--- src/hdl/sptg_pkg.sv ---
// Shared types and constants for the servo pulse and tone generator.
package sptg_pkg;

  localparam int unsigned SERVO_FRAME_TICKS = 40;
  localparam int unsigned FRAME_W = 6;
  localparam int unsigned PW_W = 3;
  localparam int unsigned HALF_W = 10;
  localparam int unsigned TOG_W = 24;
  localparam int unsigned MS_W = 32;
  localparam int unsigned ANGLE_W = 9;
  localparam int unsigned FREQ_W = 16;
  localparam int unsigned DUR_W = 16;
  localparam int unsigned IN_DATA_W = 48;
  localparam int unsigned IN_USER_W = 2;
  localparam int unsigned OUT_DATA_W = 40;

  localparam int unsigned DIV_W = 26;
  localparam int unsigned DVS_W = 19;
  localparam int unsigned DIV_CNT_W = $clog2(DIV_W);

  localparam logic [PW_W-1:0] PW_RESET = PW_W'(3);
  localparam logic [DIV_W-1:0] US_PER_SEC = DIV_W'(1000000);
  localparam logic [DIV_W-1:0] US_PER_MS = DIV_W'(1000);
  localparam logic [DIV_W-1:0] HALF_TICK_US = DIV_W'(250);
  localparam logic [DVS_W-1:0] TICK_US = DVS_W'(500);
  localparam logic signed [ANGLE_W-1:0] ANGLE_PW3 = ANGLE_W'(45);
  localparam logic signed [ANGLE_W-1:0] ANGLE_PW4 = ANGLE_W'(135);

  typedef enum logic [1:0] {
    FUNC_TICK  = 2'd0,
    FUNC_SERVO = 2'd1,
    FUNC_TONE  = 2'd2
  } func_e;

  typedef enum logic [2:0] {
    ST_IDLE,
    ST_DIV_HALF,
    ST_DIV_TICKS,
    ST_DIV_COUNT,
    ST_COMMIT
  } state_e;

  typedef struct packed {
    logic busy;
    logic done;
  } div_stat_t;

endpackage

--- src/hdl/servo_pwm_and_tone_generator.sv ---
// Top level: tick-driven servo pulse, square-wave tone and millisecond counter.
// Tick, servo and stop-tone items: one item per cycle unless the output stalls;
// the result is registered in the cycle after accept. Tone start: three serial
// divisions on the shared bit-serial divider, then a commit step loads the result.
// One output register holds the result; the input stalls while a result waits and during a tone start.
// Reset clears the pin, counter and tone toggle state; pulse width starts at 3 ticks.
module servo_pwm_and_tone_generator (
  input  logic                             clk_i,
  input  logic                             rst_ni,
  input  logic                             s_axis_tvalid,
  output logic                             s_axis_tready,
  // [8:0] angle_deg, [24:9] tone_freq_hz, [40:25] tone_ms, [47:41] zero
  input  logic [sptg_pkg::IN_DATA_W-1:0]   s_axis_tdata,
  // [1:0] func
  input  logic [sptg_pkg::IN_USER_W-1:0]   s_axis_tuser,
  output logic                             m_axis_tvalid,
  input  logic                             m_axis_tready,
  // [0] servo_out, [1] buzzer_out, [33:2] ms_count, [34] tone_active, [39:35] zero
  output logic [sptg_pkg::OUT_DATA_W-1:0]  m_axis_tdata
);
  import sptg_pkg::*;

  state_e state_q, state_d;

  logic                 parity_q, parity_d;
  logic [MS_W-1:0]      millis_q, millis_d;
  logic [FRAME_W-1:0]   phase_q, phase_d;
  logic [PW_W-1:0]      pw_q, pw_d;
  logic                 servo_q, servo_d;
  logic [HALF_W-1:0]    half_q, half_d;
  logic [TOG_W-1:0]     tog_q, tog_d;
  logic [HALF_W-1:0]    timer_q, timer_d;
  logic                 buz_q, buz_d;
  logic [DVS_W-1:0]     half_us_q, half_us_d;
  logic [DUR_W-1:0]     dur_q, dur_d;

  logic                  out_valid_q, out_valid_d;
  logic [OUT_DATA_W-1:0] out_data_q, out_data_d;
  logic                  out_load;
  logic                  out_free;
  logic                  in_acc;

  func_e                      func;
  logic signed [ANGLE_W-1:0]  angle;
  logic [FREQ_W-1:0]          freq;
  logic [DUR_W-1:0]           dur;

  logic                 div_start;
  logic [DIV_W-1:0]     div_dividend;
  logic [DVS_W-1:0]     div_divisor;
  div_stat_t            div_stat;
  logic [DIV_W-1:0]     div_quo;

  logic [FRAME_W-1:0]   phase_inc;
  logic [HALF_W-1:0]    timer_inc;
  logic [TOG_W-1:0]     tog_dec;
  logic [DIV_W-1:0]     dur_us;

  assign func  = func_e'(s_axis_tuser);
  assign angle = signed'(s_axis_tdata[8:0]);
  assign freq  = s_axis_tdata[24:9];
  assign dur   = s_axis_tdata[40:25];

  assign out_free      = !out_valid_q || m_axis_tready;
  assign s_axis_tready = (state_q == ST_IDLE) && out_free;
  assign in_acc        = s_axis_tvalid && s_axis_tready;

  assign phase_inc = phase_q + 1'b1;
  assign timer_inc = timer_q + 1'b1;
  assign tog_dec   = tog_q - 1'b1;
  assign dur_us    = DIV_W'(dur_q) * US_PER_MS;

  sptg_div u_div (
    .clk_i      (clk_i),
    .rst_ni     (rst_ni),
    .start_i    (div_start),
    .dividend_i (div_dividend),
    .divisor_i  (div_divisor),
    .stat_o     (div_stat),
    .quotient_o (div_quo)
  );

  always_comb begin
    state_d = state_q;
    case (state_q)
      ST_IDLE: begin
        if (in_acc && func == FUNC_TONE && freq != '0 && dur != '0) begin
          state_d = ST_DIV_HALF;
        end
      end
      ST_DIV_HALF: begin
        if (div_stat.done) state_d = ST_DIV_TICKS;
      end
      ST_DIV_TICKS: begin
        if (div_stat.done) state_d = ST_DIV_COUNT;
      end
      ST_DIV_COUNT: begin
        if (div_stat.done) state_d = ST_COMMIT;
      end
      ST_COMMIT: begin
        if (out_free) state_d = ST_IDLE;
      end
      default: state_d = ST_IDLE;
    endcase
  end

  always_comb begin
    parity_d     = parity_q;
    millis_d     = millis_q;
    phase_d      = phase_q;
    pw_d         = pw_q;
    servo_d      = servo_q;
    half_d       = half_q;
    tog_d        = tog_q;
    timer_d      = timer_q;
    buz_d        = buz_q;
    half_us_d    = half_us_q;
    dur_d        = dur_q;
    out_load     = 1'b0;
    div_start    = 1'b0;
    div_dividend = '0;
    div_divisor  = '0;
    case (state_q)
      ST_IDLE: begin
        if (in_acc) begin
          case (func)
            FUNC_TICK: begin
              out_load = 1'b1;
              parity_d = ~parity_q;
              if (parity_q) millis_d = millis_q + 1'b1;
              phase_d = (phase_inc >= FRAME_W'(SERVO_FRAME_TICKS)) ? '0 : phase_inc;
              if (phase_d == '0) begin
                servo_d = 1'b1;
              end else if (phase_d == FRAME_W'(pw_q)) begin
                servo_d = 1'b0;
              end
              if (half_q != '0) begin
                if (timer_inc >= half_q) begin
                  timer_d = '0;
                  buz_d   = ~buz_q;
                  if (tog_q != '0) begin
                    tog_d = tog_dec;
                    if (tog_dec == '0) begin
                      half_d = '0;
                      buz_d  = 1'b0;
                    end
                  end
                end else begin
                  timer_d = timer_inc;
                end
              end
            end
            FUNC_SERVO: begin
              out_load = 1'b1;
              if (angle < ANGLE_PW3) begin
                pw_d = PW_W'(2);
              end else if (angle < ANGLE_PW4) begin
                pw_d = PW_W'(3);
              end else begin
                pw_d = PW_W'(4);
              end
            end
            FUNC_TONE: begin
              if (freq == '0 || dur == '0) begin
                out_load = 1'b1;
                half_d   = '0;
                tog_d    = '0;
                buz_d    = 1'b0;
              end else begin
                dur_d        = dur;
                div_start    = 1'b1;
                div_dividend = US_PER_SEC;
                div_divisor  = DVS_W'({freq, 1'b0});
              end
            end
            default: out_load = 1'b1;
          endcase
        end
      end
      ST_DIV_HALF: begin
        if (div_stat.done) begin
          half_us_d    = div_quo[DVS_W-1:0];
          div_start    = 1'b1;
          div_dividend = DIV_W'(div_quo[DVS_W-1:0]) + HALF_TICK_US;
          div_divisor  = TICK_US;
        end
      end
      ST_DIV_TICKS: begin
        if (div_stat.done) begin
          half_d       = (div_quo[HALF_W-1:0] == '0) ? HALF_W'(1) : div_quo[HALF_W-1:0];
          div_start    = 1'b1;
          div_dividend = dur_us;
          div_divisor  = half_us_q;
        end
      end
      ST_DIV_COUNT: begin
        if (div_stat.done) tog_d = div_quo[TOG_W-1:0];
      end
      ST_COMMIT: begin
        if (out_free) begin
          out_load = 1'b1;
          timer_d  = '0;
          buz_d    = 1'b0;
        end
      end
      default: ;
    endcase
  end

  always_comb begin
    out_data_d  = {5'b0, half_d != '0, millis_d, buz_d, servo_d};
    out_valid_d = out_load ? 1'b1 : (m_axis_tready ? 1'b0 : out_valid_q);
  end

  always_ff @(posedge clk_i or negedge rst_ni) begin
    if (!rst_ni) begin
      state_q     <= ST_IDLE;
      parity_q    <= 1'b0;
      millis_q    <= '0;
      phase_q     <= '0;
      pw_q        <= PW_RESET;
      servo_q     <= 1'b0;
      half_q      <= '0;
      tog_q       <= '0;
      timer_q     <= '0;
      buz_q       <= 1'b0;
      out_valid_q <= 1'b0;
    end else begin
      state_q     <= state_d;
      parity_q    <= parity_d;
      millis_q    <= millis_d;
      phase_q     <= phase_d;
      pw_q        <= pw_d;
      servo_q     <= servo_d;
      half_q      <= half_d;
      tog_q       <= tog_d;
      timer_q     <= timer_d;
      buz_q       <= buz_d;
      out_valid_q <= out_valid_d;
    end
  end

  always_ff @(posedge clk_i) begin
    half_us_q <= half_us_d;
    dur_q     <= dur_d;
    if (out_load) out_data_q <= out_data_d;
  end

  assign m_axis_tvalid = out_valid_q;
  assign m_axis_tdata  = out_data_q;

  a_done_in_div_state : assert property (@(posedge clk_i) disable iff (!rst_ni)
    div_stat.done |-> (state_q == ST_DIV_HALF || state_q == ST_DIV_TICKS ||
                       state_q == ST_DIV_COUNT))
    else $error("divider finished outside a division step");

  a_start_when_free : assert property (@(posedge clk_i) disable iff (!rst_ni)
    div_start |-> !div_stat.busy)
    else $error("divider restarted while busy");

  a_phase_range : assert property (@(posedge clk_i) disable iff (!rst_ni)
    phase_q < FRAME_W'(SERVO_FRAME_TICKS))
    else $error("frame phase out of range");

  a_timer_below_half : assert property (@(posedge clk_i) disable iff (!rst_ni)
    (state_q == ST_IDLE && half_q != '0) |-> (timer_q < half_q))
    else $error("toggle timer passed half period");

  a_pw_range : assert property (@(posedge clk_i) disable iff (!rst_ni)
    (pw_q == PW_W'(2)) || (pw_q == PW_W'(3)) || (pw_q == PW_W'(4)))
    else $error("pulse width out of range");

  a_load_free : assert property (@(posedge clk_i) disable iff (!rst_ni)
    out_load |-> out_free)
    else $error("result loaded over a pending item");

endmodule

--- src/hdl/sptg_div.sv ---
// Bit-serial restoring divider, one quotient bit per cycle.
module sptg_div (
  input  logic                       clk_i,
  input  logic                       rst_ni,
  input  logic                       start_i,
  input  logic [sptg_pkg::DIV_W-1:0] dividend_i,
  input  logic [sptg_pkg::DVS_W-1:0] divisor_i,
  output sptg_pkg::div_stat_t        stat_o,
  output logic [sptg_pkg::DIV_W-1:0] quotient_o
);
  import sptg_pkg::*;

  logic                 busy_q, busy_d;
  logic                 done_q, done_d;
  logic [DIV_CNT_W-1:0] cnt_q, cnt_d;
  logic [DVS_W-1:0]     rem_q, rem_d;
  logic [DIV_W-1:0]     quo_q, quo_d;
  logic [DVS_W-1:0]     dvs_q, dvs_d;
  logic [DVS_W:0]       partial;
  logic [DVS_W:0]       diff;
  logic                 fits;

  assign partial = {rem_q, quo_q[DIV_W-1]};
  assign diff    = partial - {1'b0, dvs_q};
  assign fits    = partial >= {1'b0, dvs_q};

  always_comb begin
    busy_d = busy_q;
    done_d = 1'b0;
    cnt_d  = cnt_q;
    rem_d  = rem_q;
    quo_d  = quo_q;
    dvs_d  = dvs_q;
    if (start_i) begin
      busy_d = 1'b1;
      cnt_d  = DIV_CNT_W'(DIV_W - 1);
      rem_d  = '0;
      quo_d  = dividend_i;
      dvs_d  = divisor_i;
    end else if (busy_q) begin
      rem_d = fits ? diff[DVS_W-1:0] : partial[DVS_W-1:0];
      quo_d = {quo_q[DIV_W-2:0], fits};
      cnt_d = cnt_q - 1'b1;
      if (cnt_q == '0) begin
        busy_d = 1'b0;
        done_d = 1'b1;
      end
    end
  end

  always_ff @(posedge clk_i or negedge rst_ni) begin
    if (!rst_ni) begin
      busy_q <= 1'b0;
      done_q <= 1'b0;
      cnt_q  <= '0;
    end else begin
      busy_q <= busy_d;
      done_q <= done_d;
      cnt_q  <= cnt_d;
    end
  end

  always_ff @(posedge clk_i) begin
    rem_q <= rem_d;
    quo_q <= quo_d;
    dvs_q <= dvs_d;
  end

  assign stat_o.busy = busy_q;
  assign stat_o.done = done_q;
  assign quotient_o  = quo_q;

endmodule
--- config.mk ---
export PLATFORM = sky130hd
export DESIGN_NAME = servo_pwm_and_tone_generator
export DESIGN_NICKNAME = d
export VERILOG_FILES = /design/src/hdl/sptg_pkg.sv /design/src/hdl/servo_pwm_and_tone_generator.sv /design/src/hdl/sptg_div.sv
export SDC_FILE = /design/constraint.sdc
export NUM_CORES = 1
export LEC_CHECK = 0
export CAP_MARGIN = 40
export CORE_ASPECT_RATIO = 1.5
export CORE_MARGIN = 2
export CORE_UTILIZATION = 35
export DETAILED_ROUTE_END_ITERATION = 10
export DONT_BUFFER_PORTS = 1
export HOLD_SLACK_MARGIN = 0.05
export SYNTH_ARGS = -nofsm -noshare
export SYNTH_HDL_FRONTEND = slang
export SYNTH_SLANG_ARGS = --single-unit
--- constraint.sdc ---
create_clock -name clk_i -period 4.5 [get_ports clk_i]
set_input_delay 0.9 -clock clk_i [delete_from_list [all_inputs] [get_ports clk_i]]
set_output_delay 0.9 -clock clk_i [all_outputs]
set_load 0.03 [all_outputs]
==> flow_metrics.env, run 1 <==
export IMPL_outcome="finished, violations left"
export IMPL_violations="setup timing"
export IMPL_finalHoldViolCount=0
export IMPL_layout_min_cycle_time_ns=4.63
export IMPL_grt_max_degree=98
export IMPL_antenna_found_initial=0
export IMPL_synth_top_area_share=0.236
export IMPL_max_freq_mhz=216
export IMPL_utilization=0.416
export IMPL_wl_per_cell_um=17.3
export IMPL_regArea_um2=6310
export IMPL_drv_cap=0
export IMPL_synthMostInstantiatedCell="inv_1"
export IMPL_yosys_top_cells_area="edfxtp_1 24%, dfrtp_1 17%, ha_1 7.6%, fa_1 7.5%, inv_1 3.6%"
export IMPL_grt_pass1_vias=11700
export IMPL_clk_latency_ns=0.55
export IMPL_powerDensity_nw_per_um2=661
export IMPL_period_share=1.03
export IMPL_drv_slew=0
export IMPL_synth_cell_types=82
export IMPL_drive_gt1_frac=0.151
export IMPL_grt_overflow_total=0
export IMPL_setup_ws_ns=-0.134
export IMPL_netlist_area_um2=14700
export IMPL_num_fill_cells=4010
export IMPL_end_kind="register"
export IMPL_drc_errors=0
export IMPL_rsz0062_at_grt="yes"
export IMPL_worstPathArrival_ns=4.93
export IMPL_crit_required_ns=4.80
export IMPL_postPlaceCellArea_um2=15800
export IMPL_die_width_um=171
export IMPL_wirelength_um=36100
export IMPL_startpoint_type="register"
export IMPL_diodes=0
export IMPL_tns_ns=-0.257
export IMPL_async_reset_ff_frac=0.425
export IMPL_start_util=0.355
export IMPL_area_growth_pct=16.9
export IMPL_synth_seq_area_share=0.431
export IMPL_relSlewSlack=0.405
export IMPL_place_gp_congestion=0.855
export IMPL_synth_main_ff_cell="edfxtp_1"
export IMPL_numCtsBuffers=27
export IMPL_synth_edf_count=115
export IMPL_cts_tree="built"
export IMPL_io_buffers=0
export IMPL_die_y_um=255
export IMPL_grt_use_total=0.167
export IMPL_ys_top_cells_by_count="141 x inv_1, 115 x edfxtp_1, 106 x nor2_1, 102 x o21ai_0, 97 x dfrtp_1"
export IMPL_drt_iter0_drc=744
export IMPL_ant_nets=0
export IMPL_syn_avg_cell_area_um2=10.2
export IMPL_dp_hpwl_um=25400
export IMPL_cp_max_fo=3
export IMPL_cts_max_path_buffers=3
export IMPL_yosysTopAreaCell="edfxtp_1"
export IMPL_grt_pass1_wl_um=59300
export IMPL_cts_sinks=233
export IMPL_yosys_warnings=0
export IMPL_ys_seq_elements=233
export IMPL_setup_violations=4
export IMPL_clock_skew_ns=0.0114
export IMPL_vias_per_cell=5.36
export IMPL_leakagePower_nw=7.11
export IMPL_multi_input_area_um2=7860
export IMPL_dr_pass1_iters=6
export IMPL_peakVddDrop_mv=0.290
export IMPL_fp_dieArea_um2=43500
export IMPL_coreArea_um2=41200
export IMPL_clk_pin_slew_ns=0.06
export IMPL_ios=96
export IMPL_dp_slack_ns=-0.357
export IMPL_worst_pin_slew_ns=0.881
export IMPL_htree_levels=1
export IMPL_rows=91
export IMPL_num_nets_final=1703
export IMPL_netlist_instances=1433
export IMPL_vias=11200
export IMPL_min_path_type="input pin to async pin"
export IMPL_cts_root_buffer="clkbuf_16"
export IMPL_fin_area_um2=17100
export IMPL_hold_ws_ns=0.191
export IMPL_critPathKind="register to register"
-- worst paths after layout --
| path | endpoint | depth (start not counted) | slack (ns) | start |
|---|---|---|---|---|
| setup / recovery | u_div.quotient_o[25] | 15 | -0.13 | dur_q[1] |
| hold / removal | pw_q[0] | 0 | 0.19 | rst_ni |
| setup reg to reg | u_div.quotient_o[25] | 15 | -0.13 | dur_q[1] |
| hold reg to reg | millis_q[31] | 1 | 0.46 | millis_q[31] |
| max in group asynchronous | millis_q[11] | 1 | 3.84 | rst_ni |
| min in group clk_i | dur_q[1] | 0 | 0.44 | s_axis_tdata[26] |
-- critical path, stage by stage (launching register included) --
cell	delay, ns
edfxtp_1	0.39
inv_1	0.09
fa_1	0.58
fa_1	0.46
fa_1	0.49
fa_1	0.51
inv_1	0.04
ha_1	0.24
a211oi_4	0.24
o211ai_1	0.15
or3b_4	0.28
a31oi_4	0.08
or4_4	0.45
a31oi_4	0.15
xnor2_1	0.14
o21ai_1	0.08
-- placed cells by master (no fill, tap or decap), types with 8 or more instances in the layout --
cell type | netlist | layout
clkbuf_16 | 0 | 28
edfxtp_1 | 115 | 115
a32o_1 | 9 | 9
nand2b_1 | 10 | 9
a22oi_1 | 12 | 11
mux2i_1 | 10 | 10
a31oi_1 | 15 | 12
nor4_1 | 20 | 20
a221o_1 | 12 | 12
o31ai_1 | 13 | 11
xnor2_1 | 56 | 56
dfrtp_1 | 97 | 97
ha_4 | 0 | 8
nand2_1 | 72 | 72
ha_1 | 89 | 80
a21oi_1 | 68 | 60
o21ai_0 | 102 | 92
buf_4 | 6 | 87
buf_6 | 3 | 8
and3_1 | 16 | 15
fa_1 | 55 | 55
inv_1 | 141 | 127
nand3_1 | 48 | 48
nor2_1 | 106 | 104
xor2_1 | 40 | 40
nor3_1 | 29 | 28
inv_2 | 0 | 14
a21o_1 | 12 | 12
nand4_1 | 26 | 26
a211oi_1 | 25 | 22
nor2b_1 | 9 | 8
dfxtp_1 | 19 | 19
a22o_1 | 13 | 13
a21oi_2 | 0 | 8
-- timing repair --
| action | 4_1_cts | 5_1_grt |
|---|---|---|
| hold buffers | 1 | 0 |
| gates resized for setup | 30 | 36 |
| setup endpoints to repair | 9 | 11 |
| pin swaps | 23 | 39 |
| buffers inserted | 13 | 10 |
| endpoints found under the hold margin | 97 | 0 |
-- per-stage QoR --
stage,power [W],std cells
global route,0.0122,2084
global placement,0.00850,2008
detailed placement,0.00865,2010
finish,0.0113,2084
floorplan,0.00721,1437
CTS,0.0111,2074
-- registers in the layout (all words and copies together), names as in the netlist, 3 cells and up --
signal            count
state_q               3
tog_q                24
phase_q               6
m_axis_tdata         35
half_us_q            19
u_div.quotient_o     26
half_q               10
u_div.rem_q          19
timer_q              10
u_div.cnt_q           5
pw_q                  3
millis_q             32
dur_q                16
u_div.dvs_q          19
-- cell type report --
type / instances / share of cell area
well taps: 558 / 0.0408
clock buffers: 31 / 0.0416
inverters: 142 / 0.0311
repair buffers: 99 / 0.0494
flip-flops and latches: 233 / 0.369
clock inverters: 19 / 0.00986
multi-input cells: 1002 / 0.459
-- metal layers --
layer | vias up | wire length, um | track usage
met4 | 0 | 1060 | 0.0550
met1 | 5494 | 15100 | 0.203
met2 | 253 | 18600 | 0.305
met3 | 69 | 1400 | 0.0199
li1 | 5344 | - | -
met5 | - | 0 | 0
-- cells by family after synthesis --
family / share of synthesized area
buf+inv: 0.0552
other cells: 0.000256
fa+ha+maj: 0.151
compound gates: 0.166
simple gates: 0.132
xor+xnor: 0.0574
flops: 0.431
mux: 0.00760
-- power by group --
part | internal [W] | switching (W)
Clock | 0.00122 | 0.000940
Combinational | 0.00253 | 0.00296
Sequential | 0.00291 | 0.000768
(Power assumes the default switching activity.)
==> run 2, diff against run 1 <==
--- a/config.mk
+++ b/config.mk
@@ -12,6 +12,7 @@
 export DETAILED_ROUTE_END_ITERATION = 10
 export DONT_BUFFER_PORTS = 1
 export HOLD_SLACK_MARGIN = 0.05
+export RECOVER_POWER = 50
 export SYNTH_ARGS = -nofsm -noshare
 export SYNTH_HDL_FRONTEND = slang
 export SYNTH_SLANG_ARGS = --single-unit
==> run 2 against run 1 <==
Compared with the run above:
- the flow finishes with violations (capacitance limit, slew limit, setup timing)
- first-iteration DRC count down 10%
- register-to-register slack is essentially flat
- final cell count stayed put
- worst hold slack about the same
- sequential share of layout area up 0.11 points
- die area did not move
- clock-buffer cell count did not move
- worst setup slack improved by 0.0013 ns
- clock skew about the same
- sequential power about the same
==> flow_metrics.env, run 2 (synthesis gave the netlist of run 1 again) <==
export IMPL_utilization=0.414
export IMPL_die_y_um=255
export IMPL_use_met1=0.203
export IMPL_placedCellCount=2010
export IMPL_cp_max_fo=3
export IMPL_drv_cap=4
export IMPL_num_fill_cells=4021
export IMPL_regArea_um2=6310
export IMPL_fin_area_um2=17100
export IMPL_vias=11200
export IMPL_cts_tree="built"
export IMPL_rsz0062_at_grt="yes"
export IMPL_drv_slew=188
export IMPL_rows=91
export IMPL_worst_pin_slew_ns=2.51
export IMPL_numCtsBuffers=27
export IMPL_peakVddDrop_mv=0.289
export IMPL_postPlaceCellArea_um2=15800
export IMPL_dr_pass1_iters=5
export IMPL_setup_violations=4
export IMPL_busiest_layer="met2"
export IMPL_grt_pass1_wl_um=59300
export IMPL_wl_per_cell_um=17.3
export IMPL_clk_pin_slew_ns=0.06
export IMPL_grt_pass1_vias=11700
export IMPL_fp_dieArea_um2=43500
export IMPL_leakagePower_nw=7.08
export IMPL_powerDensity_nw_per_um2=662
export IMPL_stdcell_count=2084
export IMPL_grt_use_total=0.167
export IMPL_worstReg2RegEnd="u_div.quotient_o[25]"
export IMPL_reg2reg_from="dur_q[1]"
export IMPL_vias_per_cell=5.36
export IMPL_final_cell_mix="127 x inv_1, 115 x edfxtp_1, 105 x nor2_1"
export IMPL_crit_start="dur_q[1]"
export IMPL_ios=96
export IMPL_tns_ns=-0.260
export IMPL_layout_min_cycle_time_ns=4.63
export IMPL_finalHoldViolCount=0
export IMPL_violations="capacitance limit, slew limit, setup timing"
export IMPL_die_width_um=171
export IMPL_wirelength_um=36000
export IMPL_clk_latency_ns=0.55
export IMPL_final_common_cell="inv_1"
export IMPL_grt_overflow_total=0
export IMPL_startpoint_type="register"
export IMPL_ant_nets=0
export IMPL_area_growth_pct=16.6
export IMPL_setup_ws_ns=-0.133
export IMPL_drive_gt1_frac=0.146
export IMPL_relSlewSlack=-0.674
export IMPL_largest_reg_flops=35
export IMPL_multi_input_area_um2=7850
export IMPL_start_util=0.355
export IMPL_cts_sinks=233
export IMPL_drc_errors=0
export IMPL_io_buffers=0
export IMPL_num_nets_final=1703
export IMPL_met2_usage=0.305
export IMPL_cts_max_path_buffers=3
export IMPL_grt_max_degree=98
export IMPL_min_path_type="input pin to async pin"
export IMPL_dp_hpwl_um=25400
export IMPL_coreArea_um2=41200
export IMPL_htree_levels=1
export IMPL_max_freq_mhz=216
export IMPL_drt_iter0_drc=668
export IMPL_hold_ws_ns=0.192
export IMPL_cts_root_buffer="clkbuf_16"
export IMPL_clock_skew_ns=0.0119
export IMPL_crit_required_ns=4.80
export IMPL_use_met3=0.0199
export IMPL_end_kind="register"
export IMPL_antenna_found_initial=0
export IMPL_outcome="finished, violations left"
export IMPL_period_share=1.03
export IMPL_place_gp_congestion=0.855
export IMPL_reg2reg_slack_ns=-0.13
export IMPL_critPathKind="register to register"
export IMPL_diodes=0
export IMPL_r2r_cells=15
export IMPL_worstPathArrival_ns=4.93
-- run 2: cell types whose count changed in the layout (fill, tap and decap cells not counted), sizes merged --
| cell | before | now |
|---|---|---|
| buf | 99 | 92 |
| clkbuf | 31 | 38 |
-- run 2: repair_timing --
action,CTS,global route
endpoints found under the hold margin,97,0
buffers inserted,13,10
hold buffers,1,0
pin swaps,23,39
gates resized for setup,30,36
endpoints found under the setup margin,9,11
-- run 2: worst max-delay path by stage --
| stage | endpoint | cells past startpoint |
|---|---|---|
| finish | u_div.quotient_o[25] | 15 |
| global placement | u_div.quotient_o[25] | 15 |
| CTS | u_div.quotient_o[25] | 15 |
| global route | u_div.quotient_o[25] | 18 |
| detailed placement | u_div.quotient_o[25] | 15 |
| floorplan | u_div.quotient_o[25] | 17 |
-- run 2: cell type report --
class | instances | share of cell area
multi-input cells | 1002 | 0.460
flip-flops and latches | 233 | 0.370
repair buffers | 99 | 0.0469
clock buffers | 31 | 0.0417
well taps | 558 | 0.0409
inverters | 142 | 0.0312
clock inverters | 19 | 0.00989
-- run 2: critical path, stage by stage (launching register included) --
cell and delay [ns]:
edfxtp_1 0.39, inv_1 0.09, fa_1 0.58, fa_1 0.46, fa_1 0.49, fa_1 0.51, inv_1 0.04, ha_1 0.24
a211oi_4 0.24, o211ai_1 0.15, or3b_4 0.28, a31oi_4 0.08, or4_4 0.45, a31oi_4 0.15, xnor2_1 0.14, o21ai_1 0.08
-- run 2: where the power goes --
part | internal [W] | switching (W) | total, W
Combinational | 0.00252 | 0.00296 | 0.00549
Clock | 0.00122 | 0.000934 | 0.00215
Sequential | 0.00291 | 0.000768 | 0.00368
Total | 0.00665 | 0.00466 | 0.0113
-- run 2: stage by stage --
stage,total power [W],setup slack (ns)
after floorplan,0.00721,-0.00235
after global placement,0.00850,-0.275
after detailed placement,0.00865,-0.357
after CTS,0.0111,-0.144
after global routing,0.0122,-0.313
final,0.0113,-0.133
-- run 2: metal layers --
layer,vias up,routed length [um]
met5,-,0
met4,0,1090
met3,71,1490
met2,274,18600
met1,5473,14800
li1,5345,-
==> run 3, diff against run 2 <==
--- a/config.mk
+++ b/config.mk
@@ -13,6 +13,7 @@
 export DONT_BUFFER_PORTS = 1
 export HOLD_SLACK_MARGIN = 0.05
 export RECOVER_POWER = 50
+export REMOVE_ABC_BUFFERS = 1
 export SYNTH_ARGS = -nofsm -noshare
 export SYNTH_HDL_FRONTEND = slang
 export SYNTH_SLANG_ARGS = --single-unit
==> run 3 against run 2 <==
Compared with the run above:
- the run still ends with capacitance limit, slew limit, setup timing left
- register-to-register slack got worse by 0.07 ns
- flip-flop and latch count stayed put
- first-iteration DRC count fell by 9.9%
- maximum frequency fell by 1.5%
- clock power rose by 3%
- combinational power shrank 1%
- die area unchanged
- critical path type unchanged
- sequential power barely moved
- clock-buffer cell count increased by 1
- final cell count is 0.24% lower
- via count shrank 0.95%
- worst setup slack worse by 0.070 ns
==> flow_metrics.env, run 3 (synthesis gave the netlist of run 1 again) <==
export IMPL_crit_required_ns=4.78
export IMPL_area_growth_pct=16.4
export IMPL_peakVddDrop_mv=0.341
export IMPL_die_y_um=255
export IMPL_drive_gt1_frac=0.151
export IMPL_clk_pin_slew_ns=0.06
export IMPL_grt_overflow_total=0
export IMPL_dr_pass1_iters=5
export IMPL_rows=91
export IMPL_worstPathArrival_ns=4.99
export IMPL_grt_max_degree=98
export IMPL_wirelength_um=35300
export IMPL_utilization=0.414
export IMPL_reg2reg_slack_ns=-0.20
export IMPL_drv_cap=2
export IMPL_htree_levels=1
export IMPL_grt_pass1_vias=11400
export IMPL_final_common_cell="inv_1"
export IMPL_cts_max_path_buffers=3
export IMPL_end_kind="register"
export IMPL_clock_skew_ns=0.0122
export IMPL_cp_max_fo=3
export IMPL_setup_ws_ns=-0.202
export IMPL_worst_pin_slew_ns=2.49
export IMPL_drv_slew=135
export IMPL_relSlewSlack=-0.660
export IMPL_final_cell_mix="119 x inv_1, 115 x edfxtp_1, 106 x nor2_1"
export IMPL_r2r_cells=18
export IMPL_regArea_um2=6310
export IMPL_max_freq_mhz=213
export IMPL_period_share=1.04
export IMPL_min_path_type="input pin to async pin"
export IMPL_reg2reg_from="dur_q[8]"
export IMPL_io_buffers=0
export IMPL_grt_use_total=0.163
export IMPL_vias=11100
export IMPL_antenna_found_initial=0
export IMPL_fin_area_um2=17100
export IMPL_fp_dieArea_um2=43500
export IMPL_finalPower_w=0.0113
export IMPL_multi_input_area_um2=7880
export IMPL_p_sw_w=0.00457
export IMPL_critPathKind="register to register"
export IMPL_diodes=0
export IMPL_cts_sinks=233
export IMPL_p_int_w=0.00673
export IMPL_coreArea_um2=41200
export IMPL_clk_latency_ns=0.55
export IMPL_die_width_um=171
export IMPL_start_util=0.355
export IMPL_seqPwrFrac=0.326
export IMPL_worstReg2RegEnd="u_div.quotient_o[25]"
export IMPL_finalHoldViolCount=0
export IMPL_violations="capacitance limit, slew limit, setup timing"
export IMPL_layout_min_cycle_time_ns=4.70
export IMPL_num_fill_cells=4008
export IMPL_largest_reg_flops=35
export IMPL_cts_tree="built"
export IMPL_ant_nets=0
export IMPL_rsz0062_at_grt="yes"
export IMPL_leakagePower_nw=7.05
export IMPL_outcome="finished, violations left"
export IMPL_ios=96
export IMPL_stdcell_count=2079
export IMPL_vias_per_cell=5.32
export IMPL_powerDensity_nw_per_um2=663
export IMPL_numCtsBuffers=25
export IMPL_drc_errors=0
export IMPL_place_gp_congestion=0.865
export IMPL_power_share_switching=0.405
export IMPL_startpoint_type="register"
export IMPL_grt_pass1_wl_um=57500
export IMPL_drt_iter0_drc=602
export IMPL_combinationalPowerShare=0.478
export IMPL_setup_violations=2
export IMPL_num_nets_final=1700
export IMPL_postPlaceCellArea_um2=15800
export IMPL_wl_per_cell_um=17.0
export IMPL_dp_hpwl_um=26100
export IMPL_placedCellCount=2017
export IMPL_cts_root_buffer="clkbuf_16"
export IMPL_tns_ns=-0.391
export IMPL_clockPowerShare=0.195
## run 3: layout make-up
type                    instances  area share
multi-input cells            1002       0.462
flip-flops and latches        233       0.370
clock buffers                  32      0.0394
inverters                     142      0.0312
well taps                     558      0.0409
clock inverters                14      0.0125
repair buffers                 98      0.0439
## run 3: power groups by stage
stage | clock, W | sequential (W) | combinational, W
6_report | 0.00221 | 0.00369 | 0.00541
3_5_place_dp | 0 | 0.00372 | 0.00484
4_1_cts | 0.00226 | 0.00368 | 0.00525
3_3_place_gp | 0 | 0.00370 | 0.00473
2_1_floorplan | 0 | 0.00347 | 0.00353
5_1_grt | 0.00234 | 0.00376 | 0.00607
## run 3: timing repair
action,in CTS,in global routing
hold endpoints to repair,97,0
endpoints found under the setup margin,10,12
hold buffers,1,0
buffers inserted,13,4
pin swaps,57,27
gates resized for setup,62,28
## run 3: worst max-delay path, cell delays in order, from the launching register on
cell and delay (ns):
edfxtp_1 0.39, inv_2 0.06, buf_4 0.13, fa_1 0.48, fa_1 0.53, inv_2 0.04
fa_1 0.49, inv_1 0.05, fa_1 0.49, inv_2 0.05, ha_4 0.23, and3_4 0.16
and2_4 0.15, a22oi_2 0.18, a31oi_4 0.13, or4_4 0.46, a31oi_4 0.21, xnor2_2 0.13
o21ai_1 0.07
## run 3: per-stage QoR
stage                     setup WS [ns]  hold slack (ns)
final                            -0.202            0.190
after floorplan                   -1.38            0.432
after detailed placement         -0.441            0.454
after global placement           -0.325            0.449
after CTS                        -0.164            0.168
after global routing             -0.364            0.164
## run 3: routing by layer
metal	share of wire	vias up	routed length (um)	global-route usage
li1	-	5323	-	-
met1	0.38	5398	13400	0.175
met2	0.54	258	18900	0.313
met3	0.043	78	1510	0.0251
met4	0.040	0	1420	0.0683
met5	0	-	0	0
## run 3: worst max path at each step
stage	to	slack, ns	startpoint
global placement	u_div.quotient_o[25]	-0.32	dur_q[9]
floorplan	u_div.rem_q[0]	-1.38	s_axis_tdata[12]
detailed placement	u_div.quotient_o[25]	-0.44	dur_q[9]
CTS	u_div.quotient_o[25]	-0.16	dur_q[2]
finish	u_div.quotient_o[25]	-0.20	dur_q[8]
global route	u_div.quotient_o[25]	-0.36	dur_q[8]
